[src/rtl/core/calendar_clock_tick_core_macros.svh]
// Assertion macros shared by the calendar clock tick core.
`ifndef CALENDAR_CLOCK_TICK_CORE_MACROS_SVH
`define CALENDAR_CLOCK_TICK_CORE_MACROS_SVH

`ifndef SYNTHESIS
`define CCT_ASSERT(label, clk, rst, prop) \
   label: assert property (@(posedge clk) disable iff (rst) prop) \
      else $error("calendar clock tick core assertion failed");
`define CCT_ASSERT_ALWAYS(label, clk, prop) \
   label: assert property (@(posedge clk) prop) \
      else $error("calendar clock tick core assertion failed");
`else
`define CCT_ASSERT(label, clk, rst, prop)
`define CCT_ASSERT_ALWAYS(label, clk, prop)
`endif

`endif

[src/rtl/core/cct_pkg.sv]
// Types, constants and calendar functions of the calendar clock tick core.
`timescale 1ns / 1ps
package cct_pkg;

   localparam int TICKS_PER_SECOND_DEF = 1000;

   localparam int REQ_DATA_W = 48;
   localparam int RSP_DATA_W = 80;

   localparam logic OP_TICK = 1'b0;
   localparam logic OP_SET  = 1'b1;

   localparam logic [5:0]  SECOND_LIMIT = 6'd60;
   localparam logic [5:0]  MINUTE_LIMIT = 6'd60;
   localparam logic [4:0]  HOUR_LIMIT   = 5'd24;
   localparam logic [3:0]  MONTH_LAST   = 4'd12;
   localparam logic [4:0]  LEAP_FEB_LEN = 5'd29;
   localparam logic [4:0]  LONG_MONTH   = 5'd31;
   localparam logic [3:0]  FEBRUARY     = 4'd2;

   // Multiplying by the inverse of 25 modulo 2^16 maps exactly the multiples
   // of 25 onto the range 0 to 2621.
   localparam logic [15:0] INV25_MOD16 = 16'h5C29;
   localparam logic [15:0] DIV25_MAX   = 16'd2621;

   localparam logic [15:0] RESET_YEAR   = 16'd2026;
   localparam logic [3:0]  RESET_MONTH  = 4'd3;
   localparam logic [4:0]  RESET_DAY    = 5'd30;
   localparam logic [4:0]  RESET_HOUR   = 5'd15;
   localparam logic [5:0]  RESET_MINUTE = 6'd0;
   localparam logic [5:0]  RESET_SECOND = 6'd0;

   localparam logic [4:0] DAYS_IN_MONTH [0:11] = '{
      5'd31, 5'd28, 5'd31, 5'd30, 5'd31, 5'd30,
      5'd31, 5'd31, 5'd30, 5'd31, 5'd30, 5'd31
   };

   typedef struct packed {
      logic [15:0] year;
      logic [3:0]  month;
      logic [4:0]  day;
      logic [4:0]  hour;
      logic [5:0]  minute;
      logic [5:0]  second;
   } calendar_type;

   function automatic logic is_leap(input logic [15:0] year);
      logic [15:0] prod;
      logic        div4;
      logic        div16;
      logic        div25;
      prod  = 16'(year * INV25_MOD16);
      div25 = (prod <= DIV25_MAX);
      div4  = (year[1:0] == 2'd0);
      div16 = (year[3:0] == 4'd0);
      return (div4 && !div25) || (div16 && div25);
   endfunction

   function automatic logic [4:0] month_length(input logic [15:0] year,
                                               input logic [3:0]  month);
      logic [4:0] len;
      if ((month == 4'd0) || (month > MONTH_LAST)) begin
         len = LONG_MONTH;
      end else if ((month == FEBRUARY) && is_leap(year)) begin
         len = LEAP_FEB_LEN;
      end else begin
         len = DAYS_IN_MONTH[month - 4'd1];
      end
      return len;
   endfunction

endpackage

[src/rtl/core/cct_second_carry.sv]
// Advances a calendar by one second with minute, hour, day, month and year carries.
`timescale 1ns / 1ps
module cct_second_carry
   import cct_pkg::*;
(
   input  calendar_type cal,
   output calendar_type cal_next
);

   logic [6:0] second_inc;
   logic [6:0] minute_inc;
   logic [5:0] hour_inc;
   logic [5:0] day_inc;
   logic [4:0] month_inc;
   logic [4:0] days_this_month;

   assign second_inc      = {1'b0, cal.second} + 7'd1;
   assign minute_inc      = {1'b0, cal.minute} + 7'd1;
   assign hour_inc        = {1'b0, cal.hour} + 6'd1;
   assign day_inc         = {1'b0, cal.day} + 6'd1;
   assign month_inc       = {1'b0, cal.month} + 5'd1;
   assign days_this_month = month_length(cal.year, cal.month);

   always_comb begin
      cal_next = cal;
      if (second_inc < {1'b0, SECOND_LIMIT}) begin
         cal_next.second = second_inc[5:0];
      end else begin
         cal_next.second = 6'd0;
         if (minute_inc < {1'b0, MINUTE_LIMIT}) begin
            cal_next.minute = minute_inc[5:0];
         end else begin
            cal_next.minute = 6'd0;
            if (hour_inc < {1'b0, HOUR_LIMIT}) begin
               cal_next.hour = hour_inc[4:0];
            end else begin
               cal_next.hour = 5'd0;
               if (day_inc <= {1'b0, days_this_month}) begin
                  cal_next.day = day_inc[4:0];
               end else begin
                  cal_next.day = 5'd1;
                  if (month_inc <= {1'b0, MONTH_LAST}) begin
                     cal_next.month = month_inc[3:0];
                  end else begin
                     cal_next.month = 4'd1;
                     cal_next.year  = cal.year + 16'd1;
                  end
               end
            end
         end
      end
   end

endmodule

[src/rtl/core/calendar_clock_tick_core.sv]
// Top level of the calendar clock tick core: input stage, clock state and result register.
//
// The req channel carries one beat per event. With req_tuser low the beat is
// a one-millisecond tick; with req_tuser high it loads the calendar from the
// date and time in req_tdata, leaving the tick count and sub-second phase as
// they are. Every TICKS_PER_SECOND ticks the calendar advances one second,
// carrying through month lengths and the Gregorian leap-year rule.
// Each req beat yields exactly one rsp beat: the calendar after the event,
// the free-running 32-bit tick count, and in rsp_tuser a strobe that is high
// when that tick advanced the calendar.
// A beat accepted on req is registered in the input stage, and its result is
// registered in the result register once that register is free, which raises
// rsp_tvalid. The carry logic is combinational, so one beat per cycle is
// sustained in both directions while the receiver keeps rsp_tready high.
// Synchronous reset empties both stages, clears the tick count and sub-second
// counter and sets the calendar to 2026-03-30 15:00:00.
// When the receiver holds rsp_tready low, the result stays in place, the input
// stage takes one more beat if it is empty, and then req_tready falls.
`timescale 1ns / 1ps
module calendar_clock_tick_core
   import cct_pkg::*;
#(
   parameter int TICKS_PER_SECOND = TICKS_PER_SECOND_DEF
)
(
   input  logic                  clock,
   input  logic                  reset,
   input  logic                  req_tvalid,
   output logic                  req_tready,
   // set_year, set_month, set_day, set_hour, set_minute, set_second, zero pad.
   input  logic [REQ_DATA_W-1:0] req_tdata,
   // opcode.
   input  logic                  req_tuser,
   output logic                  rsp_tvalid,
   input  logic                  rsp_tready,
   // cur_year, cur_month, cur_day, cur_hour, cur_minute, cur_second,
   // tick_total, zero pad.
   output logic [RSP_DATA_W-1:0] rsp_tdata,
   // second_strobe.
   output logic                  rsp_tuser
);

`include "calendar_clock_tick_core_macros.svh"

   localparam int SUB_W = (TICKS_PER_SECOND > 1) ? $clog2(TICKS_PER_SECOND) : 1;
   localparam logic [SUB_W:0] SUB_LIMIT = (SUB_W + 1)'(TICKS_PER_SECOND);

   logic             s1_valid_ff;
   logic             s1_op_ff;
   calendar_type     s1_set_ff;
   logic             rsp_valid_ff;
   calendar_type     rsp_cal_ff;
   logic             rsp_strobe_ff;
   logic [31:0]      rsp_tick_ff;
   logic [31:0]      tick_ff;
   logic [SUB_W-1:0] sub_ff;
   calendar_type     cal_ff;

   logic [31:0]      tick_in;
   logic [SUB_W-1:0] sub_in;
   calendar_type     cal_in;
   logic             strobe_in;

   logic             out_free;
   logic             s1_move;
   logic [SUB_W:0]   sub_inc;
   logic             sub_roll;
   calendar_type     cal_adv;
   calendar_type     req_set;

   assign out_free   = !rsp_valid_ff || rsp_tready;
   assign s1_move    = s1_valid_ff && out_free;
   assign req_tready = !s1_valid_ff || out_free;

   assign req_set.year   = req_tdata[15:0];
   assign req_set.month  = req_tdata[19:16];
   assign req_set.day    = req_tdata[24:20];
   assign req_set.hour   = req_tdata[29:25];
   assign req_set.minute = req_tdata[35:30];
   assign req_set.second = req_tdata[41:36];

   cct_second_carry u_second_carry (
      .cal      (cal_ff),
      .cal_next (cal_adv)
   );

   assign sub_inc  = {1'b0, sub_ff} + {{SUB_W{1'b0}}, 1'b1};
   assign sub_roll = (sub_inc >= SUB_LIMIT);

   always_comb begin
      tick_in   = tick_ff;
      sub_in    = sub_ff;
      cal_in    = cal_ff;
      strobe_in = 1'b0;
      case (s1_op_ff)
         OP_SET: begin
            cal_in = s1_set_ff;
         end
         OP_TICK: begin
            tick_in = tick_ff + 32'd1;
            if (sub_roll) begin
               sub_in    = '0;
               cal_in    = cal_adv;
               strobe_in = 1'b1;
            end else begin
               sub_in = sub_inc[SUB_W-1:0];
            end
         end
         default: begin
            cal_in = cal_ff;
         end
      endcase
   end

   always_ff @(posedge clock) begin
      if (reset) begin
         s1_valid_ff   <= 1'b0;
         rsp_valid_ff  <= 1'b0;
         tick_ff       <= 32'd0;
         sub_ff        <= '0;
         cal_ff.year   <= RESET_YEAR;
         cal_ff.month  <= RESET_MONTH;
         cal_ff.day    <= RESET_DAY;
         cal_ff.hour   <= RESET_HOUR;
         cal_ff.minute <= RESET_MINUTE;
         cal_ff.second <= RESET_SECOND;
      end else begin
         if (req_tready) begin
            s1_valid_ff <= req_tvalid;
         end
         if (out_free) begin
            rsp_valid_ff <= s1_valid_ff;
         end
         if (s1_move) begin
            tick_ff <= tick_in;
            sub_ff  <= sub_in;
            cal_ff  <= cal_in;
         end
      end
   end

   always_ff @(posedge clock) begin
      if (req_tready && req_tvalid) begin
         s1_op_ff  <= req_tuser;
         s1_set_ff <= req_set;
      end
      if (s1_move) begin
         rsp_cal_ff    <= cal_in;
         rsp_strobe_ff <= strobe_in;
         rsp_tick_ff   <= tick_in;
      end
   end

   assign rsp_tvalid = rsp_valid_ff;
   assign rsp_tuser  = rsp_strobe_ff;
   assign rsp_tdata  = {6'd0, rsp_tick_ff, rsp_cal_ff.second, rsp_cal_ff.minute,
                        rsp_cal_ff.hour, rsp_cal_ff.day, rsp_cal_ff.month,
                        rsp_cal_ff.year};

   `CCT_ASSERT(a_sub_below_limit, clock, reset, ({1'b0, sub_ff} < SUB_LIMIT))
   `CCT_ASSERT(a_set_no_strobe, clock, reset, (s1_move && s1_op_ff) |=> !rsp_tuser)
   `CCT_ASSERT(a_tick_counts, clock, reset, (s1_move && !s1_op_ff) |=> (tick_ff == ($past(tick_ff) + 32'd1)))
   `CCT_ASSERT(a_set_keeps_tick, clock, reset, (s1_move && s1_op_ff) |=> ($stable(tick_ff) && $stable(sub_ff)))
   `CCT_ASSERT(a_stall_holds_stage, clock, reset, (rsp_tvalid && !rsp_tready) |-> !s1_move)

endmodule

[config.mk]
export PLATFORM = sky130hd
export DESIGN_NAME = calendar_clock_tick_core
export DESIGN_NICKNAME = d
export VERILOG_FILES = /design/src/rtl/core/cct_pkg.sv /design/src/rtl/core/cct_second_carry.sv /design/src/rtl/core/calendar_clock_tick_core.sv
export VERILOG_INCLUDE_DIRS = /design/src /design/src/rtl/core
export SDC_FILE = /design/constraint.sdc
export NUM_CORES = 1
export LEC_CHECK = 0
export BUFFER_PORTS_ARGS = -buffer_cell sky130_fd_sc_hd__buf_2
export CAP_MARGIN = 20
export CORE_MARGIN = 10
export CORE_UTILIZATION = 54
export CTS_CLUSTER_SIZE = 12
export DETAILED_ROUTE_END_ITERATION = 8
export PLACE_DENSITY = 0.77
export SLEW_MARGIN = 20
export SYNTH_ARGS = -nofsm -noshare
export SYNTH_HDL_FRONTEND = slang
export SYNTH_SLANG_ARGS = --single-unit
[constraint.sdc]
create_clock -name clock -period 6.45 [get_ports clock]
set_clock_uncertainty 0.15 [all_clocks]
set_input_delay 1.29 -clock clock [delete_from_list [all_inputs] [get_ports clock]]
set_output_delay 1.29 -clock clock [all_outputs]
set_load 0.02 [all_outputs]
-- Word level (Yosys, flattened, before mapping)
Memories as Yosys holds them, arrays and structs flattened.
Index checks and enable logic that the tools add are counted.
- order comparisons: 9
- $add $sub $neg: 9
- reduce and logical (&&, ||, !) cells: 16
- equal/unequal tests: 1
- $mul: 1
- muxes and demuxes: 19
- bitwise operators: 2
- operators with widths (cell ; number):
    42-bit one-hot mux with 2 select lines ; 1
    42-bit 2-to-1 mux ; 1
    36-bit 2-to-1 mux ; 1
    32-bit by 1-bit adder with 32-bit output, second input constant ; 1
    32-bit 2-to-1 mux ; 1
    30-bit 2-to-1 mux ; 1
    5-bit 2-to-1 mux ; 6
    25-bit 2-to-1 mux ; 1
    20-bit 2-to-1 mux ; 1
    16-bit by 1-bit adder with 16-bit output, second input constant ; 1
    16-bit by 12-bit less-or-equal comparator with 1-bit output, second input constant ; 1
    16-bit by 15-bit multiplier with 16-bit output, second input constant ; 1
    16-bit 2-to-1 mux ; 1
    6-bit by 1-bit adder with 7-bit output, second input constant ; 2
    7-bit by 6-bit less-than comparator with 1-bit output, second input constant ; 2
    5-bit by 1-bit adder with 6-bit output, second input constant ; 2
    6-bit 2-to-1 mux ; 2
    10-bit by 1-bit adder with 11-bit output, second input constant ; 1
    11-bit by 10-bit greater-or-equal comparator with 1-bit output, second input constant ; 1
    10-bit 2-to-1 mux ; 1
    4-bit zero test ; 2
    6-bit by 5-bit less-or-equal comparator with 1-bit output ; 1
    6-bit by 5-bit less-than comparator with 1-bit output, second input constant ; 1
    4-bit by 1-bit adder with 5-bit output, second input constant ; 1
    other kinds (14) ; 23
- bits in read-only memories: 80
- output and inout port bits: 83
- register bits: 204
- memories kept: 1
- input port bits: 53
- logic and storage cells: 83
- memories (memory ; depth ; width ; read ports ; clocked after Yosys merged registers in ; write ports ; RTL line ; RTL):
    (name not given) ; 16 ; 5 ; 1 ; 0 ; 0 ; cct_pkg.sv:67 ; len = DAYS_IN_MONTH[month - 4'd1];

-- Longest topological paths before layout
- depth in word-level cells: 15
- depth in mapped cells: 27
- mapped depth without buffers: 26

-- Hierarchy
From an unflattened synthesis, not the netlist that was laid out.
- cell total of the unflattened synthesis: 1321
- area, all modules: 13100.1 um2
- by module, submodules not included (module ; area an instance (um2) ; instances ; seq. area each (um2) ; cells each):
    calendar_clock_tick_core ; 9922.0 ; 1 ; 5265.0 ; 922
    cct_second_carry ; 3178.0 ; 1 ; 0.0 ; 399

-- Worst setup path before layout
OpenSTA, ideal clock, no wires.
- path type: reg-to-reg
- start point: register cal_ff[30] in the netlist's numbering
- end point: register cal_ff[41] in the netlist's numbering
- data required time: 6226 ps
- period minus slack after synthesis: 6514 ps
- cell stages (with the launch flop): 24
- arrival time: 6290 ps
- library setup time: 74 ps
- path buffers: 0
- path slack: -64 ps
- cells stage by stage: dfxtp_1 > ha_1 > fa_1 > ha_1 > ha_1 > ha_1 > ha_1 > inv_1 > fa_1 > or3b_2 > a31oi_1 > nor2_1 > o311ai_0 > o2111ai_1 > o31ai_1 > a221oi_1 > ha_1 > nor2b_1 > o2111a_1 > o21a_1 > nand3_2 > or4_4 > or4_1 > a31oi_1
- cells in the longest elaborated chain, start to end: 15
- elaborated cells on any way between the ends: 18
- classes of those cells: add/sub: 1; mul: 1; order compare: 2; mux: 9; reduce/logical: 5
- ends and longest elaborated chain (element ; RTL line ; RTL):
    start: declaration ; calendar_clock_tick_core.sv:57 ; calendar_type cal_ff;
    start signal: assignment ; calendar_clock_tick_core.sv:137 ; cal_ff <= cal_in;
    16-bit by 15-bit multiplier with 16-bit output ; cct_pkg.sv:52 ; prod = 16'(year * INV25_MOD16);
    16-bit by 12-bit less-or-equal comparator with 1-bit output ; cct_pkg.sv:53 ; div25 = (prod <= DIV25_MAX);
    1-bit zero test ; cct_pkg.sv:56 ; return (div4 && !div25) || (div16 && div25);
    1-bit logical AND ; cct_pkg.sv:56 ;
    1-bit logical OR ; cct_pkg.sv:56 ;
    1-bit logical AND ; cct_pkg.sv:64 ; end else if ((month == FEBRUARY) && is_leap(year)) begin
    5-bit 2-to-1 mux ; cct_pkg.sv:64 ;
    5-bit 2-to-1 mux ; cct_pkg.sv:62 ; if ((month == 4'd0) || (month > MONTH_LAST)) begin
    6-bit by 5-bit less-or-equal comparator with 1-bit output ; cct_second_carry.sv:38 ; if (day_inc <= {1'b0, days_this_month}) begin
    20-bit 2-to-1 mux (*) ; cct_second_carry.sv:38 ;
    25-bit 2-to-1 mux (*) ; cct_second_carry.sv:34 ; if (hour_inc < {1'b0, HOUR_LIMIT}) begin
    30-bit 2-to-1 mux (*) ; cct_second_carry.sv:30 ; if (minute_inc < {1'b0, MINUTE_LIMIT}) begin
    36-bit 2-to-1 mux (*) ; cct_second_carry.sv:26 ; if (second_inc < {1'b0, SECOND_LIMIT}) begin
    42-bit 2-to-1 mux (*) ; calendar_clock_tick_core.sv:101 ; if (sub_roll) begin
    42-bit one-hot mux with 2 select lines (*) ; calendar_clock_tick_core.sv:95 ; case (s1_op_ff)
Mark *: on every way between the ends. The rest lies on a longest branch, timed or not.
A chain may end at the register's enable or synchronous reset.

==> impl_metrics.tcl <==
set metrics [dict create \
    cts.sinks 204 \
    grt_overflow 0 \
    synth.distinct_cells 96 \
    cts_buffers 23 \
    grt_pass1_vias 10000 \
    min_period_over_period_pct 105 \
    cts_tree "done" \
    required_ns 6.65 \
    rr_worst_depth 25 \
    maxCapViolCount 0 \
    clock_path_buffers 3 \
    die_w_um 170 \
    clock_latency_ns 0.52 \
    portBuffers 123 \
    nets 1590 \
    fmax_mhz 148 \
    syn_area_mm2 0.0122 \
    syn_inst 1264 \
    ctsHoldBuffers 0 \
    relSlewSlack_pct 27.7 \
    worst_slew_pin_slew_ns 1.08 \
    r2r-end "rsp_tdata[15]" \
    synthArstFlopShare_pct 0 \
    via_count 10700 \
    yosys_warnings 0 \
    diodes 0 \
    wire_per_inst_um 20.1 \
    cts_root_buffer "clkbuf_16" \
    fp-row-count 54 \
    layout-drive-gt1-share_pct 28.0 \
    wirelength_mm 35.0 \
    synth.avg_cell_area_um2 9.63 \
    layout_common_cells "buf_2 (123), nand2_1 (120), edfxtp_1 (118)" \
    antenna_found_initial 1 \
    status "finished with violations" \
    final_util_pct 69.5 \
    fin_crit_ns 6.75 \
    fp.dieArea_mm2 0.0290 \
    synthFlopType "edfxtp_1" \
    postSynthRegisterBits 204 \
    maxSlewViolCount 0 \
    min_path_type "reg -> reg" \
    ir_drop_v 0.000284 \
    postRouteAntennaNets 0 \
    drc_errors 0 \
    crit_type "reg -> reg" \
    violations "setup timing" \
    worst_slack_ns -0.302 \
    vias_per_cell 6.14 \
    critPathMaxFanout 5 \
    crit_arrival_ns 6.95 \
    ys_seq_area_share_pct 43.2 \
    coreArea_mm2 0.0220 \
    post-route-cell-area_mm2 0.0153 \
    worstSetupEndpoint "rsp_tdata[15]" \
    start_util_pct 55.3 \
    setup.worst_path.end_class "flop" \
    drtIter0Drc 1068 \
    place_ws_ns -0.716 \
    first_pass_iters 6 \
    die_h_um 170 \
    rsz0062_at_grt "true" \
    path_clk_slew_ns 0.06 \
    timing_hold_violations_final 0 \
    setup_violations 34 \
    grt_pass1_wl_mm 53.4 \
    layout_commonest_cell "buf_2" \
    area_growth_pct 25.7 \
    cts-htree-levels 1 \
    grt_max_degree 90 \
    powerDensity_mw_per_mm2 291 \
    track_usage_pct 22.6 \
    dp_hpwl_mm 22.0 \
    power.leakage_nw 5.92 \
    r2r_slack_ns -0.30 \
    crit_start "cal_ff[29]" \
    synth_edf_count 118 \
    gp_congestion 0.905 \
    critPathLaunchType "flop" \
    ios 136 \
    dpl-instance-area_mm2 0.0134 \
    r2r-start "cal_ff[29]" \
]
## cells by family (layout without fill, tap and decap cells)
group                    Yosys count  in the layout  share of synthesized area, %
AND/OR/NAND/NOR                  455            456                          18.7
AO/OA/AOI/OAI                    265            265                          15.5
flip-flops                       204            204                          43.2
buffers and inverters            162            350                          5.36
adder cells (fa/ha/maj)           95             95                          10.9
XOR/XNOR                          73             73                          5.48
multiplexers                       9              9                         0.771
other                              1              6                        0.0308
## routing by layer
metal / vias to the layer above / track usage [%] / share of wire, %
met5: - / 0 / 0.043
met4: 2 / 7.17 / 3.2
met3: 88 / 4.63 / 8.7
met2: 492 / 35.6 / 46
met1: 5098 / 30.6 / 42
li1: 4990 / - / -
## metrics by stage
stage	TNS (ns)	hold WS (ns)	instances	total power, W
floorplan	0	0.308	1269	0.00218
global placement	-11.98	0.314	1677	0.00245
detailed placement	-19.75	0.328	1677	0.00250
CTS	-0.817	0.336	1730	0.00423
global route	-10.58	0.353	1738	0.00463
finish	-4.98	0.334	1738	0.00445
## worst max-delay path: stages, from the launching register on
cell      delay (ns)
dfxtp_4         0.38
buf_4           0.15
ha_4            0.25
ha_4            0.27
inv_2           0.03
fa_1            0.46
fa_1            0.50
inv_1           0.05
fa_1            0.44
ha_2            0.20
xnor2_2         0.17
xnor2_1         0.16
xnor3_2         0.37
buf_6           0.16
a211oi_4        0.30
o31ai_4         0.15
a221oi_2        0.26
ha_1            0.28
nand2_1         0.10
o2111a_1        0.22
o21a_1          0.15
buf_6           0.12
nand3_4         0.12
or4_4           0.57
or3_4           0.36
a31oi_4         0.20
## cell type report
class / count / area [um2]
Clock buffer: 33 / 643
Fill cell: 1580 / 6730
Tap cell: 280 / 350
Clock inverter: 8 / 146
Timing Repair Buffer: 221 / 1410
Sequential cell: 204 / 5290
Inverter: 88 / 333
Multi-Input combinational cell: 904 / 7130
## sequential cells by signal, indices dropped and copies added (netlist names)
| signal | cells |
|---|---|
| s1_op_ff | 1 |
| tick_ff | 32 |
| rsp_tdata | 42 |
| rsp_tvalid | 1 |
| s1_set_ff | 42 |
| sub_ff | 10 |
| s1_valid_ff | 1 |
| cal_ff | 42 |
| rsp_tuser | 1 |
| rsp_tick_ff | 32 |
## synth_stat cells, types with 12 or more instances
master / n / share of area [%]
nor2_1: 106 / 3.3
ha_1: 77 / 7.9
o21ai_0: 59 / 2.4
a31oi_1: 18 / 0.92
nand3_1: 51 / 2.1
and2_1: 16 / 0.82
clkbuf_1: 52 / 1.6
or3_1: 12 / 0.62
inv_1: 84 / 2.6
dfxtp_1: 86 / 14
nand2_1: 120 / 3.7
fa_1: 18 / 3.0
nand4_1: 30 / 1.5
o31ai_1: 12 / 0.74
xnor2_1: 36 / 2.6
nor4_1: 15 / 0.77
edfxtp_1: 118 / 29
xor2_1: 35 / 2.5
a21oi_1: 44 / 1.8
nor3_1: 34 / 1.4
and3_1: 20 / 1.0
## worst min path at each step
| stage | from | to | slack [ns] | depth (start not counted) |
|---|---|---|---|---|
| final | tick_ff[1] | tick_ff[1] | 0.33 | 2 |
| after global routing | tick_ff[1] | tick_ff[1] | 0.35 | 2 |
| after CTS | tick_ff[1] | tick_ff[1] | 0.34 | 2 |
| after detailed placement | tick_ff[1] | tick_ff[1] | 0.33 | 2 |
| after global placement | tick_ff[1] | tick_ff[1] | 0.31 | 2 |
| after floorplan | tick_ff[1] | tick_ff[1] | 0.31 | 2 |
## what timing repair did
item	in CTS	in global routing
endpoints found under the setup margin	49	44
setup buffers	14	10
gates cloned	1	0
resized for setup	101	64
pin swaps	64	36
## report_power, final
part / total, W / internal (W) / switching, W / leakage [nW]
Combinational: 0.00159 / 0.000754 / 0.000832 / 3.74
Clock: 0.00138 / 0.000852 / 0.000529 / 0.382
Sequential: 0.00148 / 0.00144 / 0.0000413 / 1.80
Power figures use the tool's default switching activity.
